[src/rtl/rmf_pkg.sv]
`default_nettype none

package rmf_pkg;

   // sample and result width
   localparam int DATA_W = 16;

   // default build values
   localparam int WINDOW_DEF   = 7;
   localparam int SENTINEL_DEF = 0;

   // what one sort cell shows its neighbors
   typedef struct packed {
      logic              valid;  // cell holds a sample
      logic              up;     // new sample ranks above this cell's value
      logic [DATA_W-1:0] value;
   } link_type;

   // stand-in neighbor above the first cell: always holds, never moves
   localparam link_type HEAD_LINK = '{valid: 1'b1, up: 1'b0, value: '0};
   // stand-in neighbor below the last cell: empty
   localparam link_type TAIL_LINK = '{valid: 1'b0, up: 1'b1, value: '0};

endpackage

`default_nettype wire

[src/rtl/rmf_stream_if.sv]
`default_nettype none

// input channel: one sample per item
interface rmf_req_if import rmf_pkg::*; ();
   logic              valid;
   logic              ready;
   logic [DATA_W-1:0] sample;

   modport source (output valid, output sample, input ready);
   modport sink   (input valid, input sample, output ready);
endinterface

// result channel: one median per item
interface rmf_rsp_if import rmf_pkg::*; ();
   logic              valid;
   logic              ready;
   logic [DATA_W-1:0] median;

   modport source (output valid, output median, input ready);
   modport sink   (input valid, input median, output ready);
endinterface

`default_nettype wire

[src/rtl/rmf_delay_line.sv]
`default_nettype none

module rmf_delay_line import rmf_pkg::*; #(
   parameter int DEPTH = WINDOW_DEF
) (
   input  wire logic              clock,
   input  wire logic              advance,
   input  wire logic [DATA_W-1:0] din,
   output logic      [DATA_W-1:0] oldest
);

   logic [DATA_W-1:0] tap_ff [DEPTH];

   // samples in arrival order, newest at tap 0
   always_ff @(posedge clock) begin
      if (advance) begin
         tap_ff[0] <= din;
         for (int i = 1; i < DEPTH; i++) begin
            tap_ff[i] <= tap_ff[i-1];
         end
      end
   end

   // sample that leaves the window on the next item
   assign oldest = tap_ff[DEPTH-1];

endmodule

`default_nettype wire

[src/rtl/rmf_sort_cell.sv]
`default_nettype none

module rmf_sort_cell import rmf_pkg::*; (
   input  wire logic              clock,
   input  wire logic              reset,
   input  wire logic              advance,
   input  wire logic              full,
   input  wire logic [DATA_W-1:0] sample,
   input  wire logic [DATA_W-1:0] oldest,
   input  wire link_type          prev_link,
   input  wire link_type          next_link,
   output link_type               link
);

   logic              valid_ff;
   logic [DATA_W-1:0] value_ff;
   logic [DATA_W-1:0] value_in;
   logic              up_own;
   logic              keep_pos;
   logic              gone_above;
   logic              gone_here;
   logic [DATA_W-1:0] here_val;
   logic              here_up;
   logic [DATA_W-1:0] above_val;
   logic              above_up;

   // new sample goes above an empty cell or a smaller value
   assign up_own = !valid_ff || (sample > value_ff);

   // removed entry sits at or below this cell; while filling it is the first empty cell
   assign keep_pos   = full ? (value_ff >= oldest) : prev_link.valid;
   assign gone_above = !keep_pos;

   // removed entry is this cell: the last one not below the leaving sample
   assign gone_here = full && keep_pos && !(next_link.valid && (next_link.value >= oldest));

   // list after removal, at this position and the one above
   always_comb begin
      if (gone_here) begin
         here_val  = next_link.value;
         here_up   = next_link.up;
         above_val = prev_link.value;
         above_up  = prev_link.up;
      end else if (gone_above) begin
         here_val  = next_link.value;
         here_up   = next_link.up;
         above_val = value_ff;
         above_up  = up_own;
      end else begin
         here_val  = value_ff;
         here_up   = up_own;
         above_val = prev_link.value;
         above_up  = prev_link.up;
      end
   end

   // insert the new sample between the last value it does not beat and the rest
   always_comb begin
      if (!here_up) begin
         value_in = here_val;
      end else if (!above_up) begin
         value_in = sample;
      end else begin
         value_in = above_val;
      end
   end

   always_ff @(posedge clock) begin
      if (reset) begin
         valid_ff <= 1'b0;
      end else if (advance) begin
         valid_ff <= prev_link.valid;
      end
   end

   always_ff @(posedge clock) begin
      if (advance) begin
         value_ff <= value_in;
      end
   end

   assign link = '{valid: valid_ff, up: up_own, value: value_ff};

endmodule

`default_nettype wire

[src/rtl/running_median_filter_top.sv]
`default_nettype none

// a taken sample updates the sorted cell row; its result then leaves through the output register
// throughput: one item per cycle; the sorted cell row updates in the cycle the item is taken
// an item stalls only while a result waits in the cells behind a stalled output register
// reset: synchronous, empties all cells and the fill count; first results rank a partial window
// the sample history holds no reset and is read only once the window is full

module running_median_filter_top import rmf_pkg::*; #(
   parameter int WINDOW   = WINDOW_DEF,
   parameter int SENTINEL = SENTINEL_DEF
) (
   input  wire logic  clock,
   input  wire logic  reset,
   rmf_req_if.sink    req_chan,
   rmf_rsp_if.source  rsp_chan
);

   localparam int CW = $clog2(WINDOW + 1);
   localparam int IW = $clog2(WINDOW);
   localparam logic [DATA_W-1:0] SENT_VAL = DATA_W'(SENTINEL);

   logic              req_fire;
   logic              out_free;
   logic [DATA_W-1:0] sample_fix;
   logic [DATA_W-1:0] oldest;
   logic              full;
   link_type          links [WINDOW];
   logic [WINDOW-1:0] valid_vec;

   logic [CW-1:0]     cnt_ff;
   logic [CW-1:0]     cnt_in;
   logic [IW-1:0]     mid_ff;
   logic              pend_ff;
   logic              rsp_valid_ff;
   logic [DATA_W-1:0] rsp_median_ff;

   // handshake
   assign req_fire          = req_chan.valid && req_chan.ready;
   assign out_free          = !rsp_valid_ff || rsp_chan.ready;
   assign req_chan.ready    = !pend_ff || out_free;
   assign rsp_chan.valid    = rsp_valid_ff;
   assign rsp_chan.median   = rsp_median_ff;

   // sentinel sample ranks one above
   assign sample_fix = (req_chan.sample == SENT_VAL) ? (SENT_VAL + 1'b1) : req_chan.sample;

   // arrival-order history gives the sample to drop
   rmf_delay_line #(.DEPTH(WINDOW)) u_hist (
      .clock   (clock),
      .advance (req_fire),
      .din     (sample_fix),
      .oldest  (oldest)
   );

   assign full = links[WINDOW-1].valid;

   // sorted row, largest first
   for (genvar i = 0; i < WINDOW; i++) begin : g_cell
      link_type prev_l;
      link_type next_l;

      assign prev_l       = (i == 0) ? HEAD_LINK : links[(i == 0) ? 0 : i-1];
      assign next_l       = (i == WINDOW-1) ? TAIL_LINK : links[(i == WINDOW-1) ? i : i+1];
      assign valid_vec[i] = links[i].valid;

      rmf_sort_cell u_cell (
         .clock     (clock),
         .reset     (reset),
         .advance   (req_fire),
         .full      (full),
         .sample    (sample_fix),
         .oldest    (oldest),
         .prev_link (prev_l),
         .next_link (next_l),
         .link      (links[i])
      );
   end

   // fill count and the rank to read, settled with the item
   assign cnt_in = (cnt_ff == CW'(WINDOW)) ? cnt_ff : cnt_ff + 1'b1;

   always_ff @(posedge clock) begin
      if (reset) begin
         cnt_ff <= '0;
      end else if (req_fire) begin
         cnt_ff <= cnt_in;
      end
   end

   always_ff @(posedge clock) begin
      if (req_fire) begin
         mid_ff <= IW'(cnt_in >> 1);
      end
   end

   // one item waits in the cells until the output register takes it
   always_ff @(posedge clock) begin
      if (reset) begin
         pend_ff <= 1'b0;
      end else if (req_fire) begin
         pend_ff <= 1'b1;
      end else if (out_free) begin
         pend_ff <= 1'b0;
      end
   end

   // output register
   always_ff @(posedge clock) begin
      if (reset) begin
         rsp_valid_ff <= 1'b0;
      end else if (out_free) begin
         rsp_valid_ff <= pend_ff;
      end
   end

   always_ff @(posedge clock) begin
      if (out_free && pend_ff) begin
         rsp_median_ff <= links[mid_ff].value;
      end
   end

   // checks
   a_fire_pends : assert property (@(posedge clock) disable iff (reset)
      req_fire |=> pend_ff)
      else $error("taken item not pending");

   a_no_overrun : assert property (@(posedge clock) disable iff (reset)
      (pend_ff && !out_free) |-> !req_chan.ready)
      else $error("input open while result blocked");

   a_fill_count : assert property (@(posedge clock) disable iff (reset)
      $countones(valid_vec) == int'(cnt_ff))
      else $error("cell fill does not match count");

   for (genvar j = 0; j < WINDOW-1; j++) begin : g_chk
      a_sorted : assert property (@(posedge clock) disable iff (reset)
         links[j+1].valid |-> (links[j].valid && links[j].value >= links[j+1].value))
         else $error("cell row out of order");
   end

endmodule

`default_nettype wire
[src/flat_wrapper.sv]
// flat-port wrapper written by rule: the top's interface ports become plain ports
module running_median_filter_top_flat import rmf_pkg::*;
#(
   parameter int WINDOW   = WINDOW_DEF,
   parameter int SENTINEL = SENTINEL_DEF
)
  (clock, reset, req_chan_valid, req_chan_sample, req_chan_ready, rsp_chan_valid, rsp_chan_median, rsp_chan_ready);
  rmf_req_if req_chan_i ();
  rmf_rsp_if rsp_chan_i ();
  input  wire logic clock;
  input  wire logic reset;
  input wire logic [$bits(req_chan_i.valid)-1:0] req_chan_valid;
  input wire logic [$bits(req_chan_i.sample)-1:0] req_chan_sample;
  output wire logic [$bits(req_chan_i.ready)-1:0] req_chan_ready;
  output wire logic [$bits(rsp_chan_i.valid)-1:0] rsp_chan_valid;
  output wire logic [$bits(rsp_chan_i.median)-1:0] rsp_chan_median;
  input wire logic [$bits(rsp_chan_i.ready)-1:0] rsp_chan_ready;
  assign req_chan_i.valid = req_chan_valid;
  assign req_chan_i.sample = req_chan_sample;
  assign req_chan_ready = req_chan_i.ready;
  assign rsp_chan_valid = rsp_chan_i.valid;
  assign rsp_chan_median = rsp_chan_i.median;
  assign rsp_chan_i.ready = rsp_chan_ready;
  running_median_filter_top #(.WINDOW(WINDOW), .SENTINEL(SENTINEL)) u_core (.clock(clock), .reset(reset), .req_chan(req_chan_i), .rsp_chan(rsp_chan_i));
endmodule
[config.mk]
export PLATFORM = sky130hd
export DESIGN_NAME = running_median_filter_top_flat
export DESIGN_NICKNAME = d
export VERILOG_FILES = /design/src/rtl/rmf_pkg.sv /design/src/rtl/rmf_stream_if.sv /design/src/rtl/rmf_delay_line.sv /design/src/rtl/rmf_sort_cell.sv /design/src/rtl/running_median_filter_top.sv /design/src/flat_wrapper.sv
export SDC_FILE = /design/constraint.sdc
export NUM_CORES = 1
export LEC_CHECK = 0
export BUFFER_PORTS_ARGS = -buffer_cell sky130_fd_sc_hd__buf_2
export CORE_ASPECT_RATIO = 0.8
export CORE_MARGIN = 2
export CORE_UTILIZATION = 58
export CTS_CLUSTER_DIAMETER = 30
export DETAILED_ROUTE_END_ITERATION = 10
export PLACE_DENSITY = 0.85
export SLEW_MARGIN = 20
export SYNTH_ARGS = -nofsm -noshare
export SYNTH_HDL_FRONTEND = slang
export SYNTH_SLANG_ARGS = --single-unit
[constraint.sdc]
create_clock -name clock -period 5.4 [get_ports clock]
set_input_delay 0.27 -clock clock [delete_from_list [all_inputs] [get_ports clock]]
set_output_delay 0.27 -clock clock [all_outputs]
set_load 0.005 [all_outputs]
==> results of run 1 <==
-- registers in the layout (all words and copies together), names as in the netlist --
name                           cells
u_core.rsp_chan.median            16
u_core.u_hist.tap_ff             112
u_core.rsp_chan.valid              1
u_core.g_cell.u_cell.value_ff    112
u_core.pend_ff                     1
u_core.mid_ff                      2
u_core.g_cell.u_cell.valid_ff      7
u_core.cnt_ff                      3
-- area by class of cell --
class                      count  area [sq um]
tap                          370           463
sequential                   254          7510
inverter                     144           543
timing repair buffer          73           480
clock inverter                34           445
fill                        2024          9350
clock buffer                  58          1310
multi-input combinational    949          8050
-- power by group through the flow --
stage	Clock (mW)	Combinational (mW)	Sequential, mW
floorplan	0	0.489	2.37
global placement	0	0.628	2.40
detailed placement	0	0.662	2.41
CTS	3.23	0.673	2.37
global route	3.33	0.763	2.38
finish	3.21	0.696	2.37
-- worst reg2reg max path, delay by kind of cell (launching register included) --
kind | cells | cell delay [ps]
compound gates | 6 | 1610
mux | 1 | 780
buf+inv | 2 | 740
flops | 1 | 370
fa+ha+maj | 1 | 340
simple gates | 1 | 70
-- layer usage --
layer | up-vias | part of all wire | track usage
met3 | 137 | 0.10 | 0.0697
met2 | 674 | 0.44 | 0.459
li1 | 5482 | - | -
met1 | 5857 | 0.42 | 0.425
met5 | - | 0 | 0
met4 | 0 | 0.035 | 0.124
-- synth_stat cells, types with 14 or more instances --
cell / n
edfxtp_1: 242
mux2i_1: 132
nand3_1: 35
a21o_1: 22
nor3_1: 14
inv_1: 142
a31oi_1: 21
nor2_1: 74
mux4_2: 16
nand4_1: 14
nand2_1: 74
o21ai_0: 45
a211oi_1: 17
ha_1: 218
a21oi_1: 83
clkbuf_1: 42
-- per-stage QoR --
step	std cells	utilization	hold slack, ps	power [mW]	area [sq um]
after floorplan	1415	-	339	2.85	16500
after global placement	1787	0.604	400	3.03	17000
after detailed placement	1787	0.604	405	3.07	17000
after CTS	1881	0.667	18.1	6.28	18800
after global routing	1882	0.668	31.4	6.47	18800
final	1882	0.668	20.7	6.28	18800
-- logic make-up after synthesis --
group           Yosys count
fa+ha+maj               221
mux                     173
compound gates          279
xor+xnor                  8
buf+inv                 212
flops                   254
simple gates            268
-- path summary, 6_finish.rpt --
check / from / to / slack (ps) / cells past startpoint
setup reg to reg: u_core.u_hist.tap_ff[6][11] / u_core.g_cell[1].u_cell.value_ff[11] / 1320 / 11
setup / recovery: req_chan_sample[11] / u_core.g_cell[3].u_cell.value_ff[0] / 1280 / 13
hold / removal: reset / u_core.rsp_chan.valid / 20 / 2
hold reg to reg: u_core.u_hist.tap_ff[3][12] / u_core.u_hist.tap_ff[4][12] / 410 / 0
-- cells in the final DEF (no fill, tap or decap), drive strengths merged, types with 36 or more instances in the layout --
cell type,n
buf,71
mux2i,139
nand2,75
edfxtp,242
o21ai,54
nand3,36
a21oi,87
ha,218
nor2,74
inv,149
clkbuf,58
==> flow_metrics.py, run 1 <==
metrics = {
    "detailed_routing": {
        "vias_per_cell": 6.46,
        "first_iter_violations": 1458,
        "drc": 0,
        "wirelength_microns": 44500,
        "num_vias": 12200,
        "wl_per_cell_microns": 23.7,
        "drt.antenna.violating_nets": 0,
        "firstDrtPassIters": 5,
    },
    "place": {
        "pre_cts_slack_ps": 973,
        "port_buffers": 37,
        "gp_congestion": 0.933,
        "dp_hpwl_microns": 31500,
    },
    "timing": {
        "fin_ws_ps": 1280,
        "setup_viol": 0,
        "maxSlewViolCount": 0,
        "final-hold-violation-count": 0,
        "slew_headroom": 0.327,
        "worst_pin_slew_ps": 1010,
        "finalCriticalPeriod_ps": 4120,
        "rsz0062_at_grt": "no",
        "worst_clock_skew_ps": 18.6,
        "tns_ps": 0,
        "period_share": 0.763,
        "fmax_mhz": 243,
    },
    "clock_network": {
        "cts_hold_buf": 2,
        "cts_setup_buffers": 0,
        "cts_buffer_depth": 3,
        "cts_resized": 0,
        "clock_latency_ps": 570,
        "cts.clk_slew.worst_paths_ps": 50,
        "cts_htree_levels": 2,
        "cts_tree": "done",
        "cts_buffers": 50,
        "clock-root-buffer": "clkbuf_16",
        "clock-sinks": 254,
    },
    "setup_path": {
        "cp_slowest_cell": "mux2i_4",
        "setup.worst_path.start_class": "input pin",
        "crit_family": "compound AO/OA/AOI/OAI gates",
        "path_class": "in2reg",
        "end_kind": "flip-flop",
        "critical-path-max-stage-delay_ps": 720,
        "crit_required_ps": 5670,
        "critPathMaxFanout": 16,
        "crit_path_cell_trace": "buf_2 -> nor4_1 -> a41o_1 -> inv_1 -> ha_1 -> inv_1 -> a21oi_1 -> maj3_1 -> o21ai_0 -> a21oi_1 -> mux2i_4 -> mux2i_1 -> mux2i_1",
        "crit_buf_inv": 3,
        "crit_arrival_ps": 4390,
    },
    "yosys": {
        "synthCells": 1415,
        "synth_simple_gate_area_frac": 0.0797,
        "synthDistinctLibCells": 78,
        "async_flop_share": 0,
        "synth_edf_count": 242,
        "synth_top_family_by_area": "adder cells",
        "synth_area_sq_mm": 0.0165,
        "synth-main-ff-cell": "edfxtp_1",
        "yosysSeqAreaShare": 0.454,
        "syn_nets": 1653,
        "ys_ff_latch": 254,
        "synthMuxAreaShare": 0.123,
        "yosysWarnings": 0,
        "synthXorXnorAreaFrac": 0.00424,
        "synth.top_cells.by_area": "edfxtp_1 44%, ha_1 16%, mux2i_1 8.0%",
        "synth_compound_area_frac": 0.112,
        "synth_area_leader_cell": "edfxtp_1",
        "yosysTopAreaCellShare": 0.440,
        "synth-adder-area-share": 0.167,
        "synth_area_per_cell_sq_um": 11.7,
    },
    "floorplan": {
        "die_width_microns": 193,
        "row_count": 55,
        "die_height_microns": 155,
        "boundaryPins": 38,
        "core_sq_mm": 0.0281,
        "design.die.area_sq_mm": 0.0299,
        "start_util": 0.587,
    },
    "grt": {
        "grtUsageTotal": 0.304,
        "first_global_vias": 12300,
        "grt_pass1_wl_microns": 69100,
        "grt_overflow": 0,
        "grt_antenna_before_repair": 1,
        "grt_max_degree": 65,
    },
    "worst_hold_path": {
        "hold_path.class": "in2reg",
    },
    "power_and_ir_drop": {
        "p_int_mw": 4.70,
        "switching_share": 0.251,
        "comb_power_share": 0.111,
        "power_frac_seq": 0.378,
        "powerDensity_mw_per_mm2": 334,
        "pwr-share-clk": 0.511,
        "leakage_nw": 7.95,
        "irDropWorstVdd_mv": 0.291,
        "switching_power_mw": 1.58,
    },
    "layout": {
        "antenna_cells": 0,
        "area_growth_pct": 13.7,
        "nets": 1710,
        "drive_above_1_share": 0.139,
    },
    "run": {
        "drv_cap": 0,
    },
    "run_status": {
        "status": "complete, no violations",
    },
}
Power figures use the tool's default switching activity.
==> inputs of run 2 (changes only) <==
==> constraint.sdc (replaced) <==
create_clock -name clock -period 3.5 [get_ports clock]
set_input_delay 0.175 -clock clock [delete_from_list [all_inputs] [get_ports clock]]
set_output_delay 0.175 -clock clock [all_outputs]
set_load 0.005 [all_outputs]
==> run 2 against run 1 <==
  * Hold slack improved by 21 ps
  * Power rose by 58%
  * Critical path type is now reg2reg
  * Non-clock buffer count rose by 100
  * Final area rose by 5.2%
  * Count of clock-buffer cells in the layout fell by 2
  * Worst setup slack got worse by 1200 ps
  * Sequential share of layout area fell by 2.0 points
  * Utilization rose by 3.4 points
  * Global-route usage rose by 1.8 points
  * Sequential cell count did not move
  * Critical path depth fell by 2
==> flow_metrics.py, run 2 (synthesis results as in run 1) <==
metrics = {
    "run_status": {
        "status": "complete, no violations",
    },
    "worst_hold_path": {
        "hold_path.class": "in2reg",
        "min_from": "req_chan_sample[15]",
        "min_to": "u_core.u_hist.tap_ff[0][15]",
        "whs_path_depth": 2,
    },
    "setup_path": {
        "rr_startpoint": "u_core.u_hist.tap_ff[6][0]",
        "crit_required_ps": 3780,
        "cp_common_cell": "mux2i_1",
        "crit_family": "compound AO/OA/AOI/OAI gates",
        "setup.worst_path.start_class": "flip-flop",
        "crit_cells": 11,
        "end_kind": "flip-flop",
        "crit_arrival_ps": 3740,
        "r2r-end": "u_core.g_cell[3].u_cell.value_ff[9]",
        "cp_slowest_cell": "a221oi_1",
        "path_class": "reg2reg",
        "critPathMaxFanout": 16,
        "ff2ff_setup_slack_ps": 30,
        "r2r_cells": 11,
        "critical-path-max-stage-delay_ps": 460,
        "crit_buf_inv": 2,
        "crit_path_cell_trace": "buf_4 -> ha_1 -> nor2b_1 -> o21ai_0 -> a221oi_1 -> o21ai_1 -> a21oi_2 -> mux2i_4 -> buf_12 -> mux2i_1 -> mux2i_1",
    },
    "clock_network": {
        "clock_latency_ps": 570,
        "cts_htree_levels": 2,
        "cts_tree": "done",
        "cts_buffers": 51,
        "clock-sinks": 254,
        "clock-root-buffer": "clkbuf_16",
        "cts_buffer_depth": 3,
        "cts.clk_slew.worst_paths_ps": 50,
    },
    "floorplan": {
        "die_width_microns": 193,
        "die_height_microns": 155,
        "start_util": 0.587,
        "core_sq_mm": 0.0281,
        "design.die.area_sq_mm": 0.0299,
        "row_count": 55,
        "boundaryPins": 38,
    },
    "layout": {
        "final_cell_mix": "242 x edfxtp_1, 218 x ha_1, 139 x inv_1",
        "nets": 1811,
        "layout_commonest_cell": "edfxtp_1",
        "area_growth_pct": 19.6,
        "antenna_cells": 0,
        "fill_cells": 1907,
        "drive_above_1_share": 0.198,
    },
    "power_and_ir_drop": {
        "power_frac_seq": 0.370,
        "leakage_nw": 8.52,
        "comb_power_share": 0.120,
        "pwr-share-clk": 0.510,
        "irDropWorstVdd_mv": 0.426,
        "switching_power_mw": 2.54,
        "p_int_mw": 7.35,
        "powerDensity_mw_per_mm2": 500,
        "switching_share": 0.257,
    },
    "timing": {
        "fmax_mhz": 289,
        "fin_ws_ps": 33.9,
        "setup_viol": 0,
        "period_share": 0.990,
        "tns_ps": 0,
        "worst_clock_skew_ps": 27.5,
        "final-hold-violation-count": 0,
        "worst_pin_slew_ps": 1060,
        "maxSlewViolCount": 0,
        "finalCriticalPeriod_ps": 3470,
        "slew_headroom": 0.292,
    },
    "place": {
        "pre_cts_slack_ps": -85.9,
        "port_buffers": 37,
        "gp_congestion": 0.955,
        "dp_hpwl_microns": 34100,
    },
    "detailed_routing": {
        "num_vias": 12900,
        "wirelength_microns": 47800,
        "drc": 0,
        "wl_per_cell_microns": 24.1,
        "vias_per_cell": 6.51,
        "firstDrtPassIters": 6,
        "drt.antenna.violating_nets": 0,
        "first_iter_violations": 1570,
    },
    "grt": {
        "grt_overflow": 0,
        "grt_antenna_before_repair": 1,
        "grt_max_degree": 84,
        "grt_pass1_wl_microns": 73200,
        "grtUsageTotal": 0.322,
        "first_global_vias": 12800,
    },
    "run": {
        "drv_cap": 0,
    },
}
## run 2: how the worst max path moves through the flow
stage / start / endpoint / slack (ps)
after global routing: u_core.u_hist.tap_ff[6][0] / u_core.g_cell[2].u_cell.value_ff[7] / -20
after CTS: u_core.u_hist.tap_ff[6][7] / u_core.g_cell[1].u_cell.value_ff[0] / 40
after detailed placement: u_core.u_hist.tap_ff[6][13] / u_core.g_cell[1].u_cell.value_ff[11] / -90
after floorplan: req_chan_sample[2] / u_core.g_cell[6].u_cell.value_ff[10] / 30
after global placement: u_core.u_hist.tap_ff[6][13] / u_core.g_cell[1].u_cell.value_ff[9] / 60
final: u_core.u_hist.tap_ff[6][0] / u_core.g_cell[3].u_cell.value_ff[9] / 30
## run 2: through the flow
step | total power, mW | instances | util | area (sq um) | hold WS [ps]
2_1_floorplan | 4.41 | 1415 | - | 16600 | 244
3_3_place_gp | 4.76 | 1880 | 0.634 | 17800 | 400
3_5_place_dp | 4.83 | 1880 | 0.634 | 17800 | 405
4_1_cts | 9.89 | 1985 | 0.701 | 19700 | 9.42
5_1_grt | 10.2 | 1985 | 0.702 | 19800 | 13.6
6_report | 9.89 | 1985 | 0.702 | 19800 | 41.5
## run 2: power by group through the flow
stage                     registers, mW  logic (mW)  clock network, mW
after floorplan                    3.65       0.758                  0
after global placement             3.70        1.07                  0
after detailed placement           3.70        1.12                  0
after CTS                          3.65        1.15               5.09
after global routing               3.66        1.29               5.23
final                              3.66        1.19               5.05
## run 2: final cells by class
cell class | instances | area (sq um) | share of cell area
well taps | 370 | 463 | 0.0234
clock inverters | 39 | 464 | 0.0235
clock buffers | 56 | 1320 | 0.0666
repair buffers | 173 | 1370 | 0.0691
multi-input cells | 949 | 8110 | 0.410
inverters | 144 | 543 | 0.0275
flip-flops and latches | 254 | 7510 | 0.380
## run 2: worst reg2reg max path: stages (launching register included)
cell      delay (ps)
edfxtp_1         430
buf_4            200
ha_1             310
nor2b_1          120
o21ai_0          140
a221oi_1         460
o21ai_1          210
a21oi_2          340
mux2i_4          310
buf_12           200
mux2i_1          280
mux2i_1          150
## run 2: metal layers
layer	vias up	share of wire	track usage
met3	170	0.12	0.0726
met4	0	0.039	0.126
met1	6207	0.41	0.454
li1	5682	-	-
met2	872	0.43	0.484
met5	-	0	0
## run 2: repair_timing
action                     in CTS  in global routing
setup endpoints to repair      49                 57
setup buffers                   6                  0
hold endpoints to repair        4                  0
hold buffers                    4                  0
gates resized for setup         2                  8
cloned                          0                  0
==> inputs of run 3 (changes only) <==
--- a/config.mk
+++ b/config.mk
@@ -5,12 +5,14 @@
 export SDC_FILE = /design/constraint.sdc
 export NUM_CORES = 1
 export LEC_CHECK = 0
+export ABC_AREA = 1
 export BUFFER_PORTS_ARGS = -buffer_cell sky130_fd_sc_hd__buf_2
 export CORE_ASPECT_RATIO = 0.8
 export CORE_MARGIN = 2
 export CORE_UTILIZATION = 58
 export CTS_CLUSTER_DIAMETER = 30
 export DETAILED_ROUTE_END_ITERATION = 10
+export GPL_ROUTABILITY_DRIVEN = 1
 export PLACE_DENSITY = 0.85
 export SLEW_MARGIN = 20
 export SYNTH_ARGS = -nofsm -noshare
==> run 3 against run 2 <==
  * Sequential share of layout area is 1.1 points higher
  * Register-to-register slack barely moved
  * Synthesized cell count up 43%
  * Sequential cell count unchanged
  * Die area is 3.3% higher
  * Sequential power is 11% higher
  * Final area decreased by 2.7%
  * Count of clock-buffer cells in the layout down 3
  * Critical endpoint is now u_core.g_cell[3].u_cell.value_ff[10]
==> flow_metrics.py, run 3 <==
metrics = {
    "layout": {
        "final_core_util": 0.660,
        "area_growth_pct": 12.5,
        "multi_input_area_sq_mm": 0.00837,
        "drive_above_1_share": 0.0963,
        "regArea_sq_mm": 0.00751,
        "fill_cells": 2267,
        "final_cell_mix": "722 x nand2_1, 242 x edfxtp_1, 226 x inv_1",
        "antenna_cells": 0,
        "layout_commonest_cell": "nand2_1",
        "nets": 2331,
    },
    "yosys": {
        "synthMuxAreaShare": 0,
        "yosysWarnings": 0,
        "synth_edf_count": 242,
        "synth_compound_area_frac": 0.0841,
        "synth_simple_gate_area_frac": 0.245,
        "synth_commonest_cells": "722 x nand2_1, 242 x edfxtp_1, 226 x inv_1",
        "synth-adder-area-share": 0.160,
        "synthDistinctLibCells": 37,
        "synth_most_common_cell": "nand2_1",
        "synth_area_sq_mm": 0.0171,
        "synth-main-ff-cell": "edfxtp_1",
        "yosysSeqAreaShare": 0.439,
        "synthCells": 2030,
        "synth.top_cells.by_area": "edfxtp_1 43%, ha_1 16%, nand2_1 16%",
        "synthXorXnorAreaFrac": 0,
        "synth_top_family_by_area": "simple AND/OR/NAND/NOR gates",
        "yosysTopAreaCellShare": 0.425,
        "ys_ff_latch": 254,
        "syn_nets": 2268,
        "synth_area_leader_cell": "edfxtp_1",
        "async_flop_share": 0,
        "synth_area_per_cell_sq_um": 8.42,
    },
    "floorplan": {
        "core_sq_mm": 0.0291,
        "die_width_microns": 196,
        "design.die.area_sq_mm": 0.0309,
        "start_util": 0.586,
        "row_count": 56,
        "boundaryPins": 38,
        "die_height_microns": 158,
    },
    "timing": {
        "period_share": 0.988,
        "slew_headroom": 0.336,
        "final-hold-violation-count": 0,
        "finalCriticalPeriod_ps": 3460,
        "worst_clock_skew_ps": 18.8,
        "fin_ws_ps": 41.5,
        "worst_pin_slew_ps": 995,
        "maxSlewViolCount": 0,
        "fmax_mhz": 289,
        "tns_ps": 0,
        "rsz0062_at_grt": "no",
        "setup_viol": 0,
    },
    "setup_path": {
        "critPathMaxFanout": 16,
        "crit_arrival_ps": 3870,
        "cp_common_cell": "nand2_1",
        "critical-path-max-stage-delay_ps": 750,
        "crit_family": "simple AND/OR/NAND/NOR gates",
        "end_kind": "flip-flop",
        "cp_slowest_cell": "o21ai_2",
        "crit_path_cell_trace": "inv_1 -> ha_1 -> nand4_1 -> nor3_1 -> nand3_1 -> nand3_1 -> nand2_1 -> nand2_1 -> nand2_1 -> o21ai_2 -> nand2_1 -> nand2_1",
        "path_class": "reg2reg",
        "crit_required_ps": 3910,
        "setup.worst_path.start_class": "flip-flop",
        "crit_buf_inv": 1,
    },
    "grt": {
        "grt_antenna_before_repair": 0,
        "grtUsageTotal": 0.329,
        "grt_max_degree": 113,
        "grt_overflow": 0,
        "first_global_vias": 14300,
        "grt_pass1_wl_microns": 77200,
    },
    "power_and_ir_drop": {
        "power_frac_seq": 0.377,
        "leakage_nw": 9.44,
        "irDropWorstVdd_mv": 0.419,
        "comb_power_share": 0.230,
        "pwr-share-clk": 0.393,
        "switching_power_mw": 3.59,
        "switching_share": 0.332,
        "p_int_mw": 7.21,
        "powerDensity_mw_per_mm2": 562,
    },
    "clock_network": {
        "cts_buffer_depth": 3,
        "clock-sinks": 254,
        "cts_buffers": 46,
        "cts_htree_levels": 2,
        "cts.clk_slew.worst_paths_ps": 60,
        "clock_latency_ps": 550,
        "clock-root-buffer": "clkbuf_16",
        "cts_setup_buffers": 0,
        "cts_tree": "done",
    },
    "place": {
        "gp_congestion": 0.987,
        "port_buffers": 37,
        "pre_cts_slack_ps": 61.9,
        "dp_hpwl_microns": 36200,
    },
    "detailed_routing": {
        "num_vias": 15000,
        "wirelength_microns": 50400,
        "firstDrtPassIters": 8,
        "drc": 0,
        "first_iter_violations": 2197,
        "drt.antenna.violating_nets": 0,
        "wl_per_cell_microns": 20.1,
        "vias_per_cell": 5.99,
    },
    "run": {
        "drv_cap": 0,
    },
    "worst_hold_path": {
        "hold_path.class": "in2reg",
    },
    "run_status": {
        "status": "complete, no violations",
    },
}
run 3: cell types whose count changed after synthesis, sizes merged, moves of 14 or more:
cell and change:
nand2 +672, mux2i -139, a211oi -17, a31oi -20, mux4 -16, o21ai +23, nand3 +90, nand4 +14
mux2 -18, inv +91, a21oi +76, a21o -26
run 3: worst register-to-register path, stage by stage, from the launching register on:
cell and delay (ps):
edfxtp_1 360, inv_1 310, ha_1 230, nand4_1 180, nor3_1 490, nand3_1 170
nand3_1 180, nand2_1 70, nand2_1 130, nand2_1 140, o21ai_2 750, nand2_1 180
nand2_1 130
run 3: cells by family (layout without fill, tap and decap cells):
logic type | count (synthesis) | in the layout
AOI/OAI and AO/OA | 266 | 266
adders and majority gates | 218 | 218
buffers and inverters | 300 | 398
DFF | 254 | 254
and+or+nand+nor | 992 | 992
run 3: final cells by class:
cell class	instances	share of cell area
inverters	235	0.0460
flip-flops and latches	254	0.391
multi-input cells	1476	0.435
clock inverters	30	0.0139
well taps	377	0.0245
clock buffers	53	0.0624
repair buffers	80	0.0275
run 3: path summary, 6_finish.rpt:
| check | slack (ps) | startpoint | endpoint | cells after the start |
|---|---|---|---|---|
| worst max register to register | 40 | u_core.u_hist.tap_ff[6][9] | u_core.g_cell[3].u_cell.value_ff[10] | 12 |
| worst min register to register | 410 | u_core.u_hist.tap_ff[3][7] | u_core.u_hist.tap_ff[4][7] | 0 |
| worst max-delay path | 40 | u_core.u_hist.tap_ff[6][9] | u_core.g_cell[3].u_cell.value_ff[10] | 12 |
| worst min-delay path | 90 | req_chan_sample[14] | u_core.g_cell[6].u_cell.value_ff[14] | 3 |
run 3: repair_timing:
| action | CTS | global route |
|---|---|---|
| endpoints found under the hold margin | 4 | 0 |
| gates resized for setup | 0 | 1 |
| setup endpoints to repair | 0 | 16 |
| hold buffers | 3 | 0 |
run 3: through the flow:
stage	std cells	total power [mW]	cell area, sq um	hold WS, ps
6_report	2505	10.8	19200	87.6
5_1_grt	2505	11.3	19200	68.6
4_1_cts	2505	10.7	19200	54.5
3_5_place_dp	2419	6.46	17700	389
3_3_place_gp	2419	6.33	17700	380
2_1_floorplan	2030	5.70	17100	244
run 3: power by group through the flow:
stage	combinational [mW]	sequential, mW	clock (mW)
finish	2.49	4.07	4.25
global placement	2.23	4.10	0
CTS	2.40	4.05	4.28
detailed placement	2.36	4.10	0
global route	2.78	4.08	4.41
floorplan	1.72	3.97	0
run 3: routing by layer:
layer / global-route usage / vias to the layer above / wire, microns
li1: - / 6933 / -
met1: 0.462 / 6826 / 20200
met2: 0.491 / 1073 / 20900
met3: 0.0881 / 164 / 7480
met4: 0.117 / 0 / 1800
met5: 0 / - / 0
